[config.mk]
export PLATFORM = sky130hd
export DESIGN_NAME = interleaved_bitplane_to_chunky
export DESIGN_NICKNAME = d
export VERILOG_FILES = /design/src/sv/ibc_pkg.sv /design/src/sv/ibc_front.sv /design/src/sv/ibc_queue.sv /design/src/sv/ibc_back.sv /design/src/sv/interleaved_bitplane_to_chunky.sv
export VERILOG_INCLUDE_DIRS = /design/src /design/src/sv
export SDC_FILE = /design/constraint.sdc
export NUM_CORES = 1
export LEC_CHECK = 0
export ABC_AREA = 1
export BUFFER_PORTS_ARGS = -buffer_cell sky130_fd_sc_hd__buf_2
export CORE_ASPECT_RATIO = 0.5
export CORE_MARGIN = 3
export CORE_UTILIZATION = 24
export CTS_CLUSTER_SIZE = 10
export DETAILED_ROUTE_END_ITERATION = 10
export GPL_TIMING_DRIVEN = 0
export SLEW_MARGIN = 5
export SYNTH_ARGS = -nofsm -noshare
export SYNTH_HDL_FRONTEND = slang
export SYNTH_SLANG_ARGS = --single-unit
[constraint.sdc]
create_clock -name clock -period 10.7 [get_ports clock]
set_clock_uncertainty 0.15 [all_clocks]
set_input_delay 1.07 -clock clock [delete_from_list [all_inputs] [get_ports clock]]
set_output_delay 1.07 -clock clock [all_outputs]
set_load 0.02 [all_outputs]
[src/sv/interleaved_bitplane_to_chunky_defines.svh]
// ----------------------------------------------------------------------------
// Interleaved bitplane to chunky converter: assertion macros
// Concurrent check wrappers, compiled out when SYNTH is defined.
// ----------------------------------------------------------------------------
`ifndef INTERLEAVED_BITPLANE_TO_CHUNKY_DEFINES_SVH
`define INTERLEAVED_BITPLANE_TO_CHUNKY_DEFINES_SVH

`ifndef SYNTH
// check that is masked while reset is high
`define IBC_ASSERT(name, clk, rst, prop, msg) \
   name: assert property (@(posedge clk) disable iff (rst) prop) else $error(msg);
// check that also runs through reset
`define IBC_ASSERT_ALWAYS(name, clk, prop, msg) \
   name: assert property (@(posedge clk) prop) else $error(msg);
`else
`define IBC_ASSERT(name, clk, rst, prop, msg)
`define IBC_ASSERT_ALWAYS(name, clk, prop, msg)
`endif

`endif

[src/sv/ibc_pkg.sv]
// ----------------------------------------------------------------------------
// Interleaved bitplane to chunky converter: package
// Shared widths, register and mode codes, and the group record type.
// ----------------------------------------------------------------------------
package ibc_pkg;

   localparam int WORD_WIDTH      = 16;
   localparam int PIXEL_WIDTH     = 4;
   localparam int PLANES_MAX      = 4;
   localparam int HELD_WORDS      = 3;
   localparam int GROUP_WIDTH     = 6;
   localparam int COUNT_WIDTH     = 4;
   localparam int CSR_INDEX_WIDTH = 2;
   localparam int CSR_DATA_WIDTH  = 6;
   localparam int QUEUE_DEPTH     = 2;

   // register indexes
   localparam logic [CSR_INDEX_WIDTH-1:0] REG_RESOLUTION_MODE = 2'd0;
   localparam logic [CSR_INDEX_WIDTH-1:0] REG_ROW_GROUPS      = 2'd1;
   localparam logic [CSR_INDEX_WIDTH-1:0] REG_MONO_INVERT     = 2'd2;

   // resolution mode codes
   localparam logic [1:0] MODE_FOUR_PLANES = 2'd0;
   localparam logic [1:0] MODE_TWO_PLANES  = 2'd1;
   localparam logic [1:0] MODE_MONO        = 2'd2;
   localparam logic [1:0] MODE_UNUSED      = 2'd3;

   localparam logic [GROUP_WIDTH-1:0] ROW_GROUPS_RESET = 6'd20;
   localparam logic [COUNT_WIDTH-1:0] LAST_PIXEL       = 4'd15;

   typedef struct packed {
      logic [1:0]             resolution_mode;
      logic [GROUP_WIDTH-1:0] row_groups;
      logic                   mono_invert;
   } cfg_type;

   // one finished group: plane words, unused planes zero, invert applied
   typedef struct packed {
      logic [PLANES_MAX-1:0][WORD_WIDTH-1:0] planes;
      logic                                  row_end;
   } group_type;

endpackage

[src/sv/ibc_front.sv]
// ----------------------------------------------------------------------------
// Interleaved bitplane to chunky converter: front end
// Collects plane words of a group and hands a finished group record
// to the queue, tracking the group position within the row.
// ----------------------------------------------------------------------------
module ibc_front (
   input  logic                            clock,
   input  logic                            reset,
   input  logic                            req_push,
   output logic                            req_full,
   input  logic [ibc_pkg::WORD_WIDTH-1:0]  req_data_word,
   input  ibc_pkg::cfg_type                cfg,
   input  logic                            queue_full,
   output logic                            queue_push,
   output ibc_pkg::group_type              queue_data
);

   logic [ibc_pkg::WORD_WIDTH-1:0]  held_ff [ibc_pkg::HELD_WORDS];
   logic [1:0]                      plane_cnt_ff, plane_cnt_in;
   logic [ibc_pkg::GROUP_WIDTH-1:0] group_cnt_ff, group_cnt_in;

   logic                            accept;
   logic                            mode_valid;
   logic [1:0]                      planes_m1;
   logic                            last_word;
   logic [ibc_pkg::GROUP_WIDTH-1:0] next_group;
   logic                            row_end;

   // plane count from mode
   always_comb begin
      mode_valid = 1'b1;
      planes_m1  = 2'd0;
      case (cfg.resolution_mode)
         ibc_pkg::MODE_FOUR_PLANES: planes_m1 = 2'd3;
         ibc_pkg::MODE_TWO_PLANES:  planes_m1 = 2'd1;
         ibc_pkg::MODE_MONO:        planes_m1 = 2'd0;
         default:                   mode_valid = 1'b0;
      endcase
   end

   assign req_full   = queue_full;
   assign accept     = req_push && !queue_full;
   assign last_word  = plane_cnt_ff >= planes_m1;
   assign next_group = group_cnt_ff + 6'd1;
   assign row_end    = next_group == cfg.row_groups;
   assign queue_push = accept && mode_valid && last_word;

   // group record: held words plus the incoming last word
   always_comb begin
      queue_data.row_end = row_end;
      queue_data.planes  = '0;
      case (planes_m1)
         2'd0: queue_data.planes[0] = req_data_word ^ {ibc_pkg::WORD_WIDTH{cfg.mono_invert}};
         2'd1: begin
            queue_data.planes[0] = held_ff[0];
            queue_data.planes[1] = req_data_word;
         end
         2'd3: begin
            queue_data.planes[0] = held_ff[0];
            queue_data.planes[1] = held_ff[1];
            queue_data.planes[2] = held_ff[2];
            queue_data.planes[3] = req_data_word;
         end
         default: queue_data.planes = '0;
      endcase
   end

   // counters
   always_comb begin
      plane_cnt_in = plane_cnt_ff;
      group_cnt_in = group_cnt_ff;
      if (accept && mode_valid) begin
         if (last_word) begin
            plane_cnt_in = 2'd0;
            group_cnt_in = row_end ? '0 : next_group;
         end else begin
            plane_cnt_in = plane_cnt_ff + 2'd1;
         end
      end
   end

   always_ff @(posedge clock) begin
      if (reset) begin
         plane_cnt_ff <= 2'd0;
         group_cnt_ff <= '0;
      end else begin
         plane_cnt_ff <= plane_cnt_in;
         group_cnt_ff <= group_cnt_in;
      end
   end

   // plane word store, no reset
   always_ff @(posedge clock) begin
      if (accept && mode_valid && !last_word) begin
         held_ff[plane_cnt_ff] <= req_data_word;
      end
   end

endmodule

[src/sv/ibc_queue.sv]
// ----------------------------------------------------------------------------
// Interleaved bitplane to chunky converter: group queue
// Short register FIFO of group records between front and back end.
// ----------------------------------------------------------------------------
module ibc_queue #(
   parameter int DEPTH = ibc_pkg::QUEUE_DEPTH
) (
   input  logic               clock,
   input  logic               reset,
   input  logic               push,
   input  ibc_pkg::group_type push_data,
   output logic               full,
   input  logic               pop,
   output ibc_pkg::group_type pop_data,
   output logic               empty
);

   localparam int PTR_WIDTH = (DEPTH > 1) ? $clog2(DEPTH) : 1;
   localparam int CNT_WIDTH = $clog2(DEPTH + 1);
   localparam logic [PTR_WIDTH-1:0] PTR_LAST = PTR_WIDTH'(DEPTH - 1);
   localparam logic [CNT_WIDTH-1:0] CNT_FULL = CNT_WIDTH'(DEPTH);

   ibc_pkg::group_type    entry_ff [DEPTH];
   logic [PTR_WIDTH-1:0]  wr_ptr_ff, wr_ptr_in;
   logic [PTR_WIDTH-1:0]  rd_ptr_ff, rd_ptr_in;
   logic [CNT_WIDTH-1:0]  count_ff, count_in;
   logic                  do_push, do_pop;

   assign full     = count_ff == CNT_FULL;
   assign empty    = count_ff == '0;
   assign do_push  = push && !full;
   assign do_pop   = pop && !empty;
   assign pop_data = entry_ff[rd_ptr_ff];

   // pointer and fill count update
   always_comb begin
      wr_ptr_in = wr_ptr_ff;
      rd_ptr_in = rd_ptr_ff;
      count_in  = count_ff;
      if (do_push) begin
         wr_ptr_in = (wr_ptr_ff == PTR_LAST) ? '0 : wr_ptr_ff + 1'b1;
      end
      if (do_pop) begin
         rd_ptr_in = (rd_ptr_ff == PTR_LAST) ? '0 : rd_ptr_ff + 1'b1;
      end
      if (do_push && !do_pop) begin
         count_in = count_ff + 1'b1;
      end else if (do_pop && !do_push) begin
         count_in = count_ff - 1'b1;
      end
   end

   always_ff @(posedge clock) begin
      if (reset) begin
         wr_ptr_ff <= '0;
         rd_ptr_ff <= '0;
         count_ff  <= '0;
      end else begin
         wr_ptr_ff <= wr_ptr_in;
         rd_ptr_ff <= rd_ptr_in;
         count_ff  <= count_in;
      end
   end

   always_ff @(posedge clock) begin
      if (do_push) begin
         entry_ff[wr_ptr_ff] <= push_data;
      end
   end

endmodule

[src/sv/ibc_back.sv]
// ----------------------------------------------------------------------------
// Interleaved bitplane to chunky converter: back end
// Loads a group record and shifts out one pixel index per beat,
// leftmost pixel first, with group and row end flags.
// ----------------------------------------------------------------------------
module ibc_back (
   input  logic                             clock,
   input  logic                             reset,
   input  logic                             queue_empty,
   input  ibc_pkg::group_type               queue_data,
   output logic                             queue_pop,
   output logic                             rsp_empty,
   input  logic                             rsp_pop,
   output logic [ibc_pkg::PIXEL_WIDTH-1:0]  rsp_pixel_index,
   output logic                             rsp_group_last,
   output logic                             rsp_row_last
);

   logic                                                  busy_ff, busy_in;
   logic [ibc_pkg::COUNT_WIDTH-1:0]                       count_ff, count_in;
   logic [ibc_pkg::PLANES_MAX-1:0][ibc_pkg::WORD_WIDTH-1:0] plane_ff, plane_in;
   logic                                                  row_end_ff, row_end_in;
   logic                                                  beat, last_pixel, load;

   assign last_pixel = count_ff == ibc_pkg::LAST_PIXEL;
   assign beat       = busy_ff && rsp_pop;
   assign load       = (!busy_ff || (beat && last_pixel)) && !queue_empty;
   assign queue_pop  = load;

   // current pixel from the top bit of each plane
   always_comb begin
      for (int p = 0; p < ibc_pkg::PLANES_MAX; p++) begin
         rsp_pixel_index[p] = plane_ff[p][ibc_pkg::WORD_WIDTH-1];
      end
   end

   assign rsp_empty      = !busy_ff;
   assign rsp_group_last = last_pixel;
   assign rsp_row_last   = last_pixel && row_end_ff;

   // shift and load
   always_comb begin
      busy_in    = busy_ff;
      count_in   = count_ff;
      plane_in   = plane_ff;
      row_end_in = row_end_ff;
      if (beat) begin
         count_in = count_ff + 1'b1;
         for (int p = 0; p < ibc_pkg::PLANES_MAX; p++) begin
            plane_in[p] = {plane_ff[p][ibc_pkg::WORD_WIDTH-2:0], 1'b0};
         end
         if (last_pixel) begin
            busy_in = 1'b0;
         end
      end
      if (load) begin
         busy_in    = 1'b1;
         count_in   = '0;
         plane_in   = queue_data.planes;
         row_end_in = queue_data.row_end;
      end
   end

   always_ff @(posedge clock) begin
      if (reset) begin
         busy_ff  <= 1'b0;
         count_ff <= '0;
      end else begin
         busy_ff  <= busy_in;
         count_ff <= count_in;
      end
   end

   always_ff @(posedge clock) begin
      plane_ff   <= plane_in;
      row_end_ff <= row_end_in;
   end

endmodule

[src/sv/interleaved_bitplane_to_chunky.sv]
// ----------------------------------------------------------------------------
// Load path: a group record is registered in the queue as its last plane word
//   is taken; an idle shifter then loads it, and its first pixel is poppable.
// Throughput: one pixel per cycle from the output shifter while rsp_pop is
//   held; plane words are taken every cycle while the group queue has room.
// Reset: synchronous, active high; clears counters, queue and config to
//   defaults (four planes, 20 groups per row, no invert).
// ----------------------------------------------------------------------------
`include "interleaved_bitplane_to_chunky_defines.svh"

module interleaved_bitplane_to_chunky #(
   parameter int QUEUE_DEPTH = ibc_pkg::QUEUE_DEPTH
) (
   input  logic                                 clock,
   input  logic                                 reset,
   input  logic                                 req_push,
   output logic                                 req_full,
   input  logic [ibc_pkg::WORD_WIDTH-1:0]       req_data_word,
   output logic                                 rsp_empty,
   input  logic                                 rsp_pop,
   output logic [ibc_pkg::PIXEL_WIDTH-1:0]      rsp_pixel_index,
   output logic                                 rsp_group_last,
   output logic                                 rsp_row_last,
   input  logic                                 csr_write_en,
   input  logic [ibc_pkg::CSR_INDEX_WIDTH-1:0]  csr_index,
   input  logic [ibc_pkg::CSR_DATA_WIDTH-1:0]   csr_data
);

   ibc_pkg::cfg_type   cfg_ff, cfg_in;
   ibc_pkg::group_type push_data, pop_data;
   logic               q_push, q_full, q_pop, q_empty;
   logic               group_waiting, drain_beat;

   // configuration registers
   always_comb begin
      cfg_in = cfg_ff;
      if (csr_write_en) begin
         case (csr_index)
            ibc_pkg::REG_RESOLUTION_MODE: cfg_in.resolution_mode = csr_data[1:0];
            ibc_pkg::REG_ROW_GROUPS:      cfg_in.row_groups      = csr_data;
            ibc_pkg::REG_MONO_INVERT:     cfg_in.mono_invert     = csr_data[0];
            default:                      cfg_in = cfg_ff;
         endcase
      end
   end

   always_ff @(posedge clock) begin
      if (reset) begin
         cfg_ff.resolution_mode <= ibc_pkg::MODE_FOUR_PLANES;
         cfg_ff.row_groups      <= ibc_pkg::ROW_GROUPS_RESET;
         cfg_ff.mono_invert     <= 1'b0;
      end else begin
         cfg_ff <= cfg_in;
      end
   end

   ibc_front u_front (
      .clock         (clock),
      .reset         (reset),
      .req_push      (req_push),
      .req_full      (req_full),
      .req_data_word (req_data_word),
      .cfg           (cfg_ff),
      .queue_full    (q_full),
      .queue_push    (q_push),
      .queue_data    (push_data)
   );

   ibc_queue #(
      .DEPTH (QUEUE_DEPTH)
   ) u_queue (
      .clock     (clock),
      .reset     (reset),
      .push      (q_push),
      .push_data (push_data),
      .full      (q_full),
      .pop       (q_pop),
      .pop_data  (pop_data),
      .empty     (q_empty)
   );

   ibc_back u_back (
      .clock           (clock),
      .reset           (reset),
      .queue_empty     (q_empty),
      .queue_data      (pop_data),
      .queue_pop       (q_pop),
      .rsp_empty       (rsp_empty),
      .rsp_pop         (rsp_pop),
      .rsp_pixel_index (rsp_pixel_index),
      .rsp_group_last  (rsp_group_last),
      .rsp_row_last    (rsp_row_last)
   );

   // check terms
   assign group_waiting = rsp_empty && !q_empty;
   assign drain_beat    = !rsp_empty && rsp_pop && rsp_group_last && q_empty;

   // checks
   `IBC_ASSERT_ALWAYS(a_reset_empty, clock, reset |=> rsp_empty, "output not empty after reset")
   `IBC_ASSERT(a_idle_loads, clock, reset, group_waiting |=> !rsp_empty, "queued group not loaded")
   `IBC_ASSERT(a_drain_empty, clock, reset, drain_beat |=> rsp_empty, "busy with no group")

endmodule
* Word-level counts from Yosys, hierarchy flattened
Memory sizes are Yosys's and may differ from the RTL's. A register that Yosys moved wholly into a read port is not among the register bits.
Index checks and enable logic that the tools add are counted.
** Storage, ports and cells
- Memories :: 2
- Bits in latches :: 0
- Memory bits (read-only) :: 0
- Output and inout bits :: 8
- Input bits :: 29
- Register bits :: 91
- Logic and storage cells :: 91
- Bits in writable memories :: 178
** Cells by class
- Shift operators :: 0
- Div/mod/pow operators :: 0
- Multipliers :: 0
- Reductions and logical operators :: 34
- Equal/unequal tests :: 9
- Muxes and demuxes :: 22
- Order comparisons :: 1
- Bitwise gates (word level) :: 1
- Add/sub/neg operators :: 7
** Memory list
- u_queue.entry_ff :: words 2, width 65, read ports 1, clocked after memory_dff 1, write ports 1, line ibc_queue.sv:23 : ibc_pkg::group_type entry_ff [DEPTH];
- u_front.held_ff :: words 3, width 16, read ports 3, clocked after memory_dff 0, write ports 1, line ibc_front.sv:18 : logic [ibc_pkg::WORD_WIDTH-1:0] held_ff [ibc_pkg::HELD_WORDS];
** Operator list (count)
- 64-bit two-way mux :: 2
- 16-bit case mux with 2 select lines :: 2
- 32-bit two-way mux :: 1
- 16-bit bitwise XOR :: 1
- 1-bit logical AND :: 12
- 1-bit two-way mux :: 12
- 2-bit AND reduction :: 5
- 2-bit == test, second input constant :: 4
- 2-bit zero test :: 4
- 6-bit by 1-bit adder with 6-bit output, second input constant :: 1
- 2-bit by 1-bit == test with 1-bit output, second input constant :: 3
- 6-bit == test :: 1
- 1-bit zero test :: 6
- 2-bit two-way mux :: 3
- 6-bit two-way mux :: 1
- 2-bit nonzero test :: 3
- 2-bit by 1-bit adder with 2-bit output, second input constant :: 2
- 4-bit by 1-bit adder with 4-bit output, second input constant :: 1
- 4-bit == test, second input constant :: 1
- 2-bit case mux with 2 select lines :: 1
- 2-bit OR reduction :: 2
- 3-bit OR reduction :: 1
- 1-bit adder, second input constant :: 2
- 2-bit greater-or-equal comparator :: 1
- 2 further kinds :: 2

* Longest topological paths before layout
- Word-level depth :: 10
- Mapped depth :: 13
- Depth with buffers taken out :: 11

* By module
Synthesis repeated with hierarchy kept, for this count alone.
** Second synthesis, totals
- Cell total of the unflattened synthesis :: 940
- Area, all modules :: 11594.9 µm²
** Modules (own cells, without submodules)
- ibc_queue :: area each 5142.4 µm², times used 1, sequential area each 4003.8 µm², cells an instance 239
- ibc_back :: area each 3133.0 µm², times used 1, sequential area each 2052.0 µm², cells an instance 315
- ibc_front :: area each 2927.8 µm², times used 1, sequential area each 1601.5 µm², cells an instance 329
- interleaved_bitplane_to_chunky :: area each 391.6 µm², times used 1, sequential area each 180.2 µm², cells an instance 57

* Least setup slack after synthesis
OpenSTA, ideal clock, no wires.
- Path type :: input -> register
- Start :: input req_push
- End :: memory u_queue.entry_ff[1][0] (netlist name) (enable)
- Library setup time :: 490 ps
- Data required time :: 10060 ps
- Path slack :: 5798 ps
- Data arrival time :: 4263 ps
- Path buffers :: 0
- Cell stages on the path :: 6
- Cell sequence :: o21ai_1 a21oi_1 inv_1 nor2_2 inv_1 nor2_1
** On the way
- Longest elaborated chain between the ends :: 6
** RTL lines
- start, declared :: line interleaved_bitplane_to_chunky.sv:16 : input logic req_push,
- 1-bit logical AND :: line ibc_front.sv:42 : assign accept = req_push && !queue_full;
- 1-bit logical AND (2 in series) :: line ibc_front.sv:46 : assign queue_push = accept && mode_valid && last_word;
- 1-bit logical AND :: line ibc_queue.sv:31 : assign do_push = push && !full;
- 1-bit two-way mux :: line ibc_queue.sv:66 : if (do_push) begin
- 1-bit two-way mux (not written as such) :: line ibc_queue.sv:67 : entry_ff[wr_ptr_ff] <= push_data;
- end, declared :: line ibc_queue.sv:23
No other way between the ends.

* Worst setup path after layout
- Start :: register cfg_ff[7] (netlist name)
- End :: memory u_front.held_ff[1][8] (netlist name) (enable)
** On the way
- Longest elaborated chain between the ends :: 7
- Elaborated cells on any way between the ends :: 12
- Classes of those cells :: 1 x order compare; 2 x eq/ne; 4 x mux; 5 x reduce/logical
** RTL lines
- start, declared :: line interleaved_bitplane_to_chunky.sv:29 : ibc_pkg::cfg_type cfg_ff, cfg_in;
- start signal, assigned :: line interleaved_bitplane_to_chunky.sv:53 : cfg_ff <= cfg_in;
- 2-bit by 1-bit == test with 1-bit output, or another cell as far along :: line ibc_front.sv:33 : case (cfg.resolution_mode)
- 2-bit case mux with 2 select lines or 3-bit OR reduction (tied branches)
- 2-bit greater-or-equal comparator or 1-bit two-way mux (tied branches) :: line ibc_front.sv:43, ibc_front.sv:33
- 1-bit zero test or 1-bit logical AND (tied branches) :: line ibc_front.sv:94 : if (accept && mode_valid && !last_word) begin
- 1-bit logical AND (*) :: line ibc_front.sv:94
- 1-bit two-way mux (*) :: line ibc_front.sv:94
- 1-bit two-way mux (not written as such) (*) :: line ibc_front.sv:95 : held_ff[plane_cnt_ff] <= req_data_word;
- end, declared :: line ibc_front.sv:18
Mark *: on every way between the ends. The rest lies on a longest branch, timed or not.

==> insert_results.sql <==
INSERT INTO impl_metrics (metric_group, metric, value, unit) VALUES
('outcome', 'outcome', 'completed', ''),
('min_path', 'hold-path-cell-count', '2', ''),
('logic_synthesis', 'synthesis.area', '10840', 'µm²'),
('final_layout', 'final.fill_count', '4506', ''),
('min_path', 'min_from', 'cfg_ff[1]', ''),
('route', 'finalWirelength', '23.41', 'mm'),
('clock_network', 'ctsLongestPathBuffers', '3', ''),
('placement', 'gpl.final_weighted_congestion', '0.7725', ''),
('sta', 'rsz_0062_raised_after_global_routing', 'no', ''),
('logic_synthesis', 'synth-simple-area-share', '0.1213', ''),
('logic_synthesis', 'synth_area_per_cell', '12.05', 'µm²'),
('logic_synthesis', 'synth_xor_xnor_area_share', '0.01373', ''),
('critical_path', 'kind_of_end_point_of_the_critical_path', 'flip-flop', ''),
('critical_path', 'worstSetupPathType', 'flip-flop to flip-flop', ''),
('clock_network', 'cts_buffers', '31', ''),
('floorplanning', 'placementRows', '54', ''),
('sta', 'report.final.hold_viol_count', '0', ''),
('route', 'post-route-drc-count', '0', ''),
('critical_path', 'ff2ff_path_depth', '9', ''),
('critical_path', 'arrival', '3.43', 'ns'),
('clock_network', 'cts_sinks', '270', ''),
('critical_path', 'crit_required', '10.71', 'ns'),
('sta', 'period_share', '0.3192', ''),
('final_layout', 'commonest_non_fill_non_tap_cells_in_the_layout', 'edfxtp_1, nand2_1, nor2_1, inv_1, a31oi_1', ''),
('critical_path', 'r2r_slack', '7.28', 'ns'),
('logic_synthesis', 'yosys.area.top_type', 'edfxtp_1', ''),
('route', 'wire_per_inst', '14.73', 'µm'),
('critical_path', 'cp-start-kind', 'flip-flop', ''),
('logic_synthesis', 'yosys.cell_types.count', '32', ''),
('final_layout', 'diodes', '0', ''),
('logic_synthesis', 'synth.yosys.warnings', '0', ''),
('route', 'top_layer_used', 'met4', ''),
('global_routing', 'antenna_found_initial', '0', ''),
('min_path', 'hold_end', 'cfg_ff[1]', ''),
('final_layout', 'layout.cells.most_common', 'edfxtp_1', ''),
('clock_network', 'cts.repair_timing.setup_buffer_count', '0', ''),
('logic_synthesis', 'synth_mux_area_frac', '0', ''),
('run', 'max-cap-violations', '0', ''),
('logic_synthesis', 'ffs_latches_synth', '270', ''),
('final_layout', 'areaGrowthSynthToFinish', '18.27', '%'),
('logic_synthesis', 'yosys.area.top_type_share', '0.6730', ''),
('sta', 'setup_violations', '0', ''),
('final_layout', 'final_instance_area', '12820', 'µm²'),
('placement', 'post_dp_cell_area', '11920', 'µm²'),
('logic_synthesis', 'dominantRegCellSynth', 'edfxtp_1', ''),
('global_routing', 'grt_max_degree', '44', ''),
('route', 'met3RoutedLength', '708', 'µm'),
('logic_synthesis', 'seq_area_frac_synth', '0.7228', ''),
('sta', 'max_freq', '292.8', 'MHz'),
('global_routing', 'global_route_wire_length_before_repair', '36.41', 'mm'),
('sta', 'final_max_slew_viol_count', '0', ''),
('critical_path', 'reg2reg_from', 'cfg_ff[7]', ''),
('route', 'met2_length', '11.57', 'mm'),
('sta', 'final.min_clock_period', '3.415', 'ns'),
('power', 'vdd_drop_max', '0.1176', 'mV'),
('clock_network', 'cts_root_buf', 'clkbuf_16', ''),
('floorplanning', 'core', '44050', 'µm²'),
('floorplanning', 'initial_core_utilization', '0.2461', ''),
('logic_synthesis', 'postSynthNetCount', '937', ''),
('critical_path', 'regToRegEndpoint', 'u_front.held_ff[1][8]', ''),
('final_layout', 'layout.nets', '1013', ''),
('logic_synthesis', 'synth_compound_area_frac', '0.07847', ''),
('clock_network', 'resized_gates_after_cts', '0', ''),
('sta', 'setup-tns-final', '0', 'ns'),
('route', 'drt-vias-per-instance', '4.212', ''),
('min_path', 'worstHoldPathType', 'flip-flop to flip-flop', ''),
('clock_network', 'cts_hold_buffers', '0', ''),
('logic_synthesis', 'synth-edff-count', '243', ''),
('floorplanning', 'dieWidth', '306.6', 'µm'),
('clock_network', 'clk_pin_slew', '0.06', 'ns'),
('route', 'met1Wirelength', '10.54', 'mm');
metrics by stage:
stage	hold slack [ns]	util	total power, W	setup slack, ns	instances
finish	0.3272	0.2911	0.003381	7.285	1589
global route	0.3447	0.2911	0.003564	7.022	1589
CTS	0.3266	0.2910	0.003411	6.888	1589
detailed placement	0.3173	0.2707	0.002472	6.930	1531
global placement	0.3064	0.2669	0.002446	3.549	1524
floorplan	0.2938	-	0.002169	5.798	900
registers in the layout, indices dropped and copies added, names as in the netlist, named ones only:
name / cells
u_front.group_cnt_ff: 6
u_queue.entry_ff: 130
u_queue.rd_ptr_ff: 1
u_front.held_ff: 48
cfg_ff: 9
u_queue.count_ff: 2
u_back.busy_ff: 1
u_back.plane_ff: 60
u_back.rsp_pixel_index: 4
u_front.plane_cnt_ff: 2
u_queue.wr_ptr_ff: 1
u_back.row_end_ff: 1
u_back.count_ff: 4
critical path, cell delays in order (launching register included):
cell and delay, ns:
dfxtp_1 0.38, clkinv_1 0.25, nand2_1 0.33, clkbuf_1 0.42, ha_1 0.33, a21oi_1 0.22, inv_1 0.06, nor2_1 0.14
inv_1 0.12, nor2_2 0.63
cell families (layout without fill, tap and decap cells):
family / after synthesis / count (layout)
AO/OA/AOI/OAI: 148 / 148
adder cells (fa/ha/maj): 8 / 8
flip-flops: 270 / 270
AND/OR/NAND/NOR: 335 / 335
XOR/XNOR: 17 / 17
buffers and inverters: 122 / 223
where the power goes:
part	internal, W	total, W	leakage [nW]	switching [W]
Sequential	0.00148	0.00154	2.46	0.0000633
Clock	0.000549	0.000944	0.427	0.000394
Combinational	0.000300	0.000896	1.70	0.000596
metal layers:
metal | global-route usage | vias to the layer above
met5 | 0 | -
met4 | 0.02873 | 0
met3 | 0.01461 | 37
met2 | 0.1737 | 86
met1 | 0.1215 | 3287
li1 | - | 3283
cell type report:
| type | count | area, µm² | share of cell area |
|---|---|---|---|
| Sequential cell | 270 | 7838 | 0.6112 |
| Multi-Input combinational cell | 508 | 2445 | 0.1907 |
| Clock buffer | 56 | 879.6 | 0.06859 |
| Tap cell | 588 | 735.7 | 0.05737 |
| Timing Repair Buffer | 43 | 317.8 | 0.02478 |
| Buffer | 47 | 301.5 | 0.02351 |
| Inverter | 75 | 289.0 | 0.02254 |
| Clock inverter | 2 | 17.52 | 0.001366 |
how the worst max path moves through the flow:
stage | startpoint | end | slack [ns] | cells after the start
floorplan | req_push | u_queue.entry_ff[1][0] | 5.80 | 6
global placement | cfg_ff[7] | u_queue.entry_ff[1][40] | 3.55 | 8
detailed placement | cfg_ff[7] | u_front.held_ff[1][12] | 6.93 | 9
CTS | cfg_ff[7] | u_front.held_ff[1][8] | 6.89 | 9
global route | cfg_ff[7] | u_front.held_ff[1][8] | 7.02 | 9
finish | cfg_ff[7] | u_front.held_ff[1][8] | 7.28 | 9
synth_stat cells, drive strengths merged, types with 2 or more instances:
library cell	instances
a31oi	60
xnor2	16
nand4	4
clkbuf	21
dfxtp	27
ha	8
inv	73
nand3	28
nand2	189
edfxtp	243
nor2	110
clkinv	2
nor3	2
or2	2
o211ai	2
buf	26
a21oi	30
o21ai	54
No activity file was read; power rests on OpenSTA's default activity.
